==> config.mk <==
export PLATFORM = sky130hd
export DESIGN_NAME = npvl_div
export DESIGN_NICKNAME = d
export VERILOG_FILES = /design/src/sv/npvl_pkg.sv /design/src/sv/npvl_div.sv
export SDC_FILE = /design/constraint.sdc
export NUM_CORES = 1
export LEC_CHECK = 0
export BUFFER_PORTS_ARGS = -buffer_cell sky130_fd_sc_hd__buf_4
export CORE_MARGIN = 5
export CORE_UTILIZATION = 36
export CTS_CLUSTER_DIAMETER = 50
export DETAILED_ROUTE_END_ITERATION = 8
export GPL_TIMING_DRIVEN = 1
export PLACE_DENSITY_LB_ADDON = 0.2
export SYNTH_ARGS = -nofsm -noshare
export SYNTH_HDL_FRONTEND = slang
export SYNTH_SLANG_ARGS = --single-unit
export TNS_END_PERCENT = 30
==> constraint.sdc <==
create_clock -name clk -period 2.8 [get_ports clk]
set_input_delay 0.42 -clock clk [delete_from_list [all_inputs] [get_ports clk]]
set_output_delay 0.42 -clock clk [all_outputs]
set_load 0.1 [all_outputs]
==> src/sv/npvl_pkg.sv <==
package npvl_pkg;

    // Field widths fixed by the item format.
    localparam int COORD_W    = 24;
    localparam int VALUE_W    = 32;
    localparam int INDEX_W    = 10;
    localparam int TSIZE_W    = 11;
    localparam int MIRROR_W   = 2;
    localparam int CNT_W      = 4;
    localparam int CFG_IDX_W  = 2;
    localparam int CFG_DATA_W = 11;

    // Default sizes handed to the top level.
    localparam int TABLE_DEPTH_DEF  = 1024;
    localparam int MAX_VERTICES_DEF = 8;

    // Request kinds.
    localparam logic REQ_LOAD  = 1'b0;
    localparam logic REQ_QUERY = 1'b1;

    // Mirror axis codes.
    localparam logic [MIRROR_W-1:0] MIRROR_X = 2'd1;
    localparam logic [MIRROR_W-1:0] MIRROR_Y = 2'd2;
    localparam logic [MIRROR_W-1:0] MIRROR_Z = 2'd3;

    // Configuration register indexes.
    localparam logic [CFG_IDX_W-1:0] REG_MIRROR_AXIS = 2'd0;
    localparam logic [CFG_IDX_W-1:0] REG_TABLE_SIZE  = 2'd1;

    typedef logic signed [COORD_W-1:0] coord_t;
    typedef logic signed [VALUE_W-1:0] value_t;

    // One stored table entry.
    typedef struct packed {
        coord_t x;
        coord_t y;
        coord_t z;
        value_t value;
    } entry_t;

endpackage

==> src/sv/npvl_div.sv <==
module npvl_div #(
    parameter int SUM_W = 35
) (
    input  logic                         clk,
    input  logic                         rst_n,
    input  logic                         start,
    input  logic signed [SUM_W-1:0]      dividend,
    input  logic [npvl_pkg::CNT_W-1:0]   divisor,
    output logic                         done,
    output npvl_pkg::value_t             quotient
);
    import npvl_pkg::*;

    localparam int STEP_W = $clog2(SUM_W + 1);

    localparam logic [1:0] D_IDLE = 2'd0;
    localparam logic [1:0] D_RUN  = 2'd1;
    localparam logic [1:0] D_FIX  = 2'd2;
    localparam logic [1:0] D_DONE = 2'd3;

    logic [1:0]        state_reg;
    logic [1:0]        state_next;
    logic [STEP_W-1:0] step_reg;
    logic              neg_reg;
    logic [CNT_W-1:0]  dsr_reg;
    logic [CNT_W-1:0]  rem_reg;
    logic [SUM_W-1:0]  quo_reg;
    value_t            res_reg;

    logic [SUM_W-1:0]  mag;
    logic [CNT_W:0]    trial;
    logic [CNT_W:0]    trial_diff;
    logic              fits;
    logic [CNT_W-1:0]  rem_new;

    // Magnitude of the dividend; the most negative sum maps to its own bit pattern.
    assign mag = dividend[SUM_W-1] ? SUM_W'(-dividend) : SUM_W'(dividend);

    // One restoring step: shift in the next dividend bit and try the subtract.
    assign trial      = {rem_reg, quo_reg[SUM_W-1]};
    assign trial_diff = trial - {1'b0, dsr_reg};
    assign fits       = trial >= {1'b0, dsr_reg};
    assign rem_new    = fits ? trial_diff[CNT_W-1:0] : trial[CNT_W-1:0];

    // Sequencer.
    always_comb
    begin
        state_next = state_reg;
        unique case (state_reg)
            D_IDLE:
            begin
                if (start)
                begin
                    state_next = D_RUN;
                end
            end
            D_RUN:
            begin
                if (step_reg == STEP_W'(1))
                begin
                    state_next = D_FIX;
                end
            end
            D_FIX:
            begin
                state_next = D_DONE;
            end
            D_DONE:
            begin
                state_next = D_IDLE;
            end
            default:
            begin
                state_next = D_IDLE;
            end
        endcase
    end

    always_ff @(posedge clk or negedge rst_n)
    begin
        if (!rst_n)
        begin
            state_reg <= D_IDLE;
            step_reg  <= '0;
        end
        else
        begin
            state_reg <= state_next;
            if (state_reg == D_IDLE && start)
            begin
                step_reg <= STEP_W'(SUM_W);
            end
            else if (state_reg == D_RUN)
            begin
                step_reg <= step_reg - 1'b1;
            end
        end
    end

    // Datapath registers.
    always_ff @(posedge clk)
    begin
        if (state_reg == D_IDLE && start)
        begin
            quo_reg <= mag;
            rem_reg <= '0;
            dsr_reg <= divisor;
            neg_reg <= dividend[SUM_W-1];
        end
        else if (state_reg == D_RUN)
        begin
            quo_reg <= {quo_reg[SUM_W-2:0], fits};
            rem_reg <= rem_new;
        end
        else if (state_reg == D_FIX)
        begin
            res_reg <= neg_reg ? -quo_reg[VALUE_W-1:0] : quo_reg[VALUE_W-1:0];
        end
    end

    assign done     = (state_reg == D_DONE);
    assign quotient = res_reg;

endmodule

==> flow_summary.toml <==
[status]
status = "finished, final reports clean"

[finish]
largest_reg_flops = 35
multi_input_area_um2 = 2160
final-seq-area_um2 = 2440
final_layout_size_suffix_gt1_share_pct = 22.3
fin_area_um2 = 5830
final_nets = 585
filler_cell_count = 1195
n_antenna_cell = 0
synthToLayoutAreaGrowth_pct = 23.3

[setup_path]
cp_slowest_cell = "or4_1"
start_kind = "flop"
max_stage_delay_ns = 0.63
cp_max_fo = 4
critPathRequiredTime_ns = 2.90
arrival_ns = 2.74
endpoint_kind = "flop"
path_delay_family = "simple AND/OR/NAND/NOR gates"
crit_buf_inv = 1
cp_cell_sequence = "inv_1 -> ha_1 -> nor3b_1 -> nand4_1 -> or4_1 -> o21ai_0 -> xnor2_1"
critPathKind = "flop to flop"

[pwr]
leakagePower_nw = 2.22
clock_power_share_pct = 15.1
combPwrFrac_pct = 48.0
power-per-cell-area_nw_per_um2 = 1270
seq_power_share_pct = 36.9
swShare_pct = 47.4
intPower_mw = 3.90
peakVddDrop_mv = 0.396
p_sw_mw = 3.51

[synthesis]
synth_top_area_cell = "edfxtp_1"
async_flop_share_pct = 9.52
synth_cell_types = 49
synth_common_cells = "edfxtp_1 (72), nand2_1 (53), o21ai_0 (51), xnor2_1 (39)"
netlist.area_leader.share_pct = 45.7
yosys-top-cells-area = "edfxtp_1 (46%), xnor2_1 (7.2%), o21ai_0 (5.4%), dfrtp_1 (4.2%), nand2_1 (4.2%)"
synthCells = 446
synth_most_common_cell = "edfxtp_1"
seq_area_frac_synth_pct = 51.6
synth_edf_count = 72
ys_dominant_reg_cell = "edfxtp_1"
ys_warn_count = 0
yosys_register_bits = 84
netlist_area_um2 = 4730
syn-num-nets = 502
avgSynthCellArea_um2 = 10.6

[cts]
cts_root_buf = "clkbuf_16"
ctsResizeCount = 0
path_clk_slew_ns = 0.06
cts_buffers = 9
cts_tree = "yes"
h-tree-depth = 3
cts_sinks = 84
post_cts_buffers = 0
cts_buffer_depth = 2
clock_insertion_delay_worst_skew_ns = 0.35
hold_buffers = 1

[place]
io_buffers = 74
dpl_worst_slack_ns = 0.185
place_hpwl_um = 8040
place.gp.congestion = 0.843
postPlaceCellArea_um2 = 5550

[global_route]
grt_pass1_wl_um = 17900
met3_usage_pct = 3.56
grt_use_met1_pct = 18.0
grt_antenna_before_repair = 0
track_usage_pct = 14.2
grt_pass1_vias = 3562
met2_usage_pct = 23.4
grt-ovfl-total = 0
grt_max_degree = 43
grt.busiest_layer = "met2"

[routing]
drt-wirelength-per-cell_um = 15.2
wl_um = 10700
drc_errors = 0
viasPerCell = 5.11
dr.pass1.iters = 4
drtAntennaViolNets = 0
vias = 3605
drt_iter0_drc = 234

[sta]
fmax_ghz = 0.378
timing.final.crit_share_pct = 94.4
finalSetupTns_ns = 0
finClkSkew_ns = 0.0109
worst_pin_slew_ns = 0.584
maxSlewViolCount = 0
finalWorstSetupSlack_ns = 0.156
finalHoldViolations = 0
fin_crit_ns = 2.64
timing.hold.ws_ns = 0.247
setup-violations-final = 0
slew_headroom_pct = 60.6
rsz0062_at_grt = "false"

[floorplanning]
row_count = 41
coreArea_um2 = 12800
die_w_um = 125
io_pins = 75
start_util_pct = 37.0
fp.dieArea_um2 = 15500
fp.dieH_um = 125

[flow_run]
cap_violations = 0

[hold_path]
hold_class = "input pin to flop"
cell type report:
cell class / count / share of cell area, %
timing repair buffer: 89 / 11.5
multi-input combinational: 326 / 37.0
inverter: 19 / 1.22
tap: 172 / 3.69
clock inverter: 7 / 0.880
sequential: 84 / 41.9
clock buffer: 9 / 3.86
placed cells by master, fill, tap and decap left out, drive strengths merged, types with 8 or more instances in the layout:
cell,Yosys,layout
nand4,13,13
o21ai,52,52
nor3,12,12
clkbuf,14,9
xnor2,39,39
edfxtp,72,72
nor2,20,20
ha,13,13
a21oi,12,12
o31ai,16,16
buf,3,88
xor2,20,20
nand2,53,53
dfrtp,8,8
inv,19,21
or3,10,10
power by group through the flow:
| stage | combinational (mW) | clock (mW) | sequential, mW |
|---|---|---|---|
| floorplan | 1.40 | 0 | 4.08 |
| global placement | 3.56 | 0 | 2.74 |
| detailed placement | 3.61 | 0 | 2.76 |
| CTS | 3.62 | 1.15 | 2.74 |
| global route | 3.85 | 1.19 | 2.82 |
| finish | 3.56 | 1.12 | 2.73 |
through the flow:
stage	total power, mW	instances	util [%]
3_3_place_gp	6.30	689	43.4
3_5_place_dp	6.37	689	43.4
2_1_floorplan	5.48	446	-
6_report	7.41	706	45.7
4_1_cts	7.50	706	45.7
5_1_grt	7.86	706	45.7
path summary, 6_finish.rpt:
kind / start / to / slack (ns) / cells past startpoint
hold reg to reg: rem_reg[3]$_SDFFE_PP0P_ / rem_reg[3]$_SDFFE_PP0P_ / 0.48 / 2
setup / recovery: quo_reg[1]$_DFFE_PP_ / quotient[28]$_DFFE_PP_ / 0.16 / 7
max in group asynchronous: rst_n / state_reg[1]$_DFFE_PN0P_ / 2.26 / 2
setup reg to reg: quo_reg[1]$_DFFE_PP_ / quotient[28]$_DFFE_PP_ / 0.16 / 7
min in group asynchronous: rst_n / step_reg[4]$_DFFE_PN0P_ / 0.41 / 2
hold / removal: divisor[1] / dsr_reg[1]$_DFFE_PP_ / 0.25 / 1
kinds of logic after synthesis:
logic type               Yosys count  share of synthesized area [%]
AND/OR/NAND/NOR                  147                           16.2
buffers and inverters             36                           2.86
multiplexers                       5                           1.08
flip-flops                        84                           51.6
AO/OA/AOI/OAI                    101                           13.4
adder cells (fa/ha/maj)           14                           3.86
XOR/XNOR                          59                           10.9
metal layers:
| layer | share of wire (%) | routed length [µm] |
|---|---|---|
| met4 | 1.9 | 201 |
| met1 | 45 | 4820 |
| met2 | 48 | 5140 |
| met3 | 5.4 | 575 |
| met5 | 0 | 0 |
worst reg2reg max path, cell delays in order, from the launching register on:
cell      delay, ns
edfxtp_1       0.45
inv_1          0.12
ha_1           0.17
nor3b_1        0.35
nand4_1        0.31
or4_1          0.63
o21ai_0        0.27
xnor2_1        0.10
Note: power is estimated with default switching activity, not from simulation.
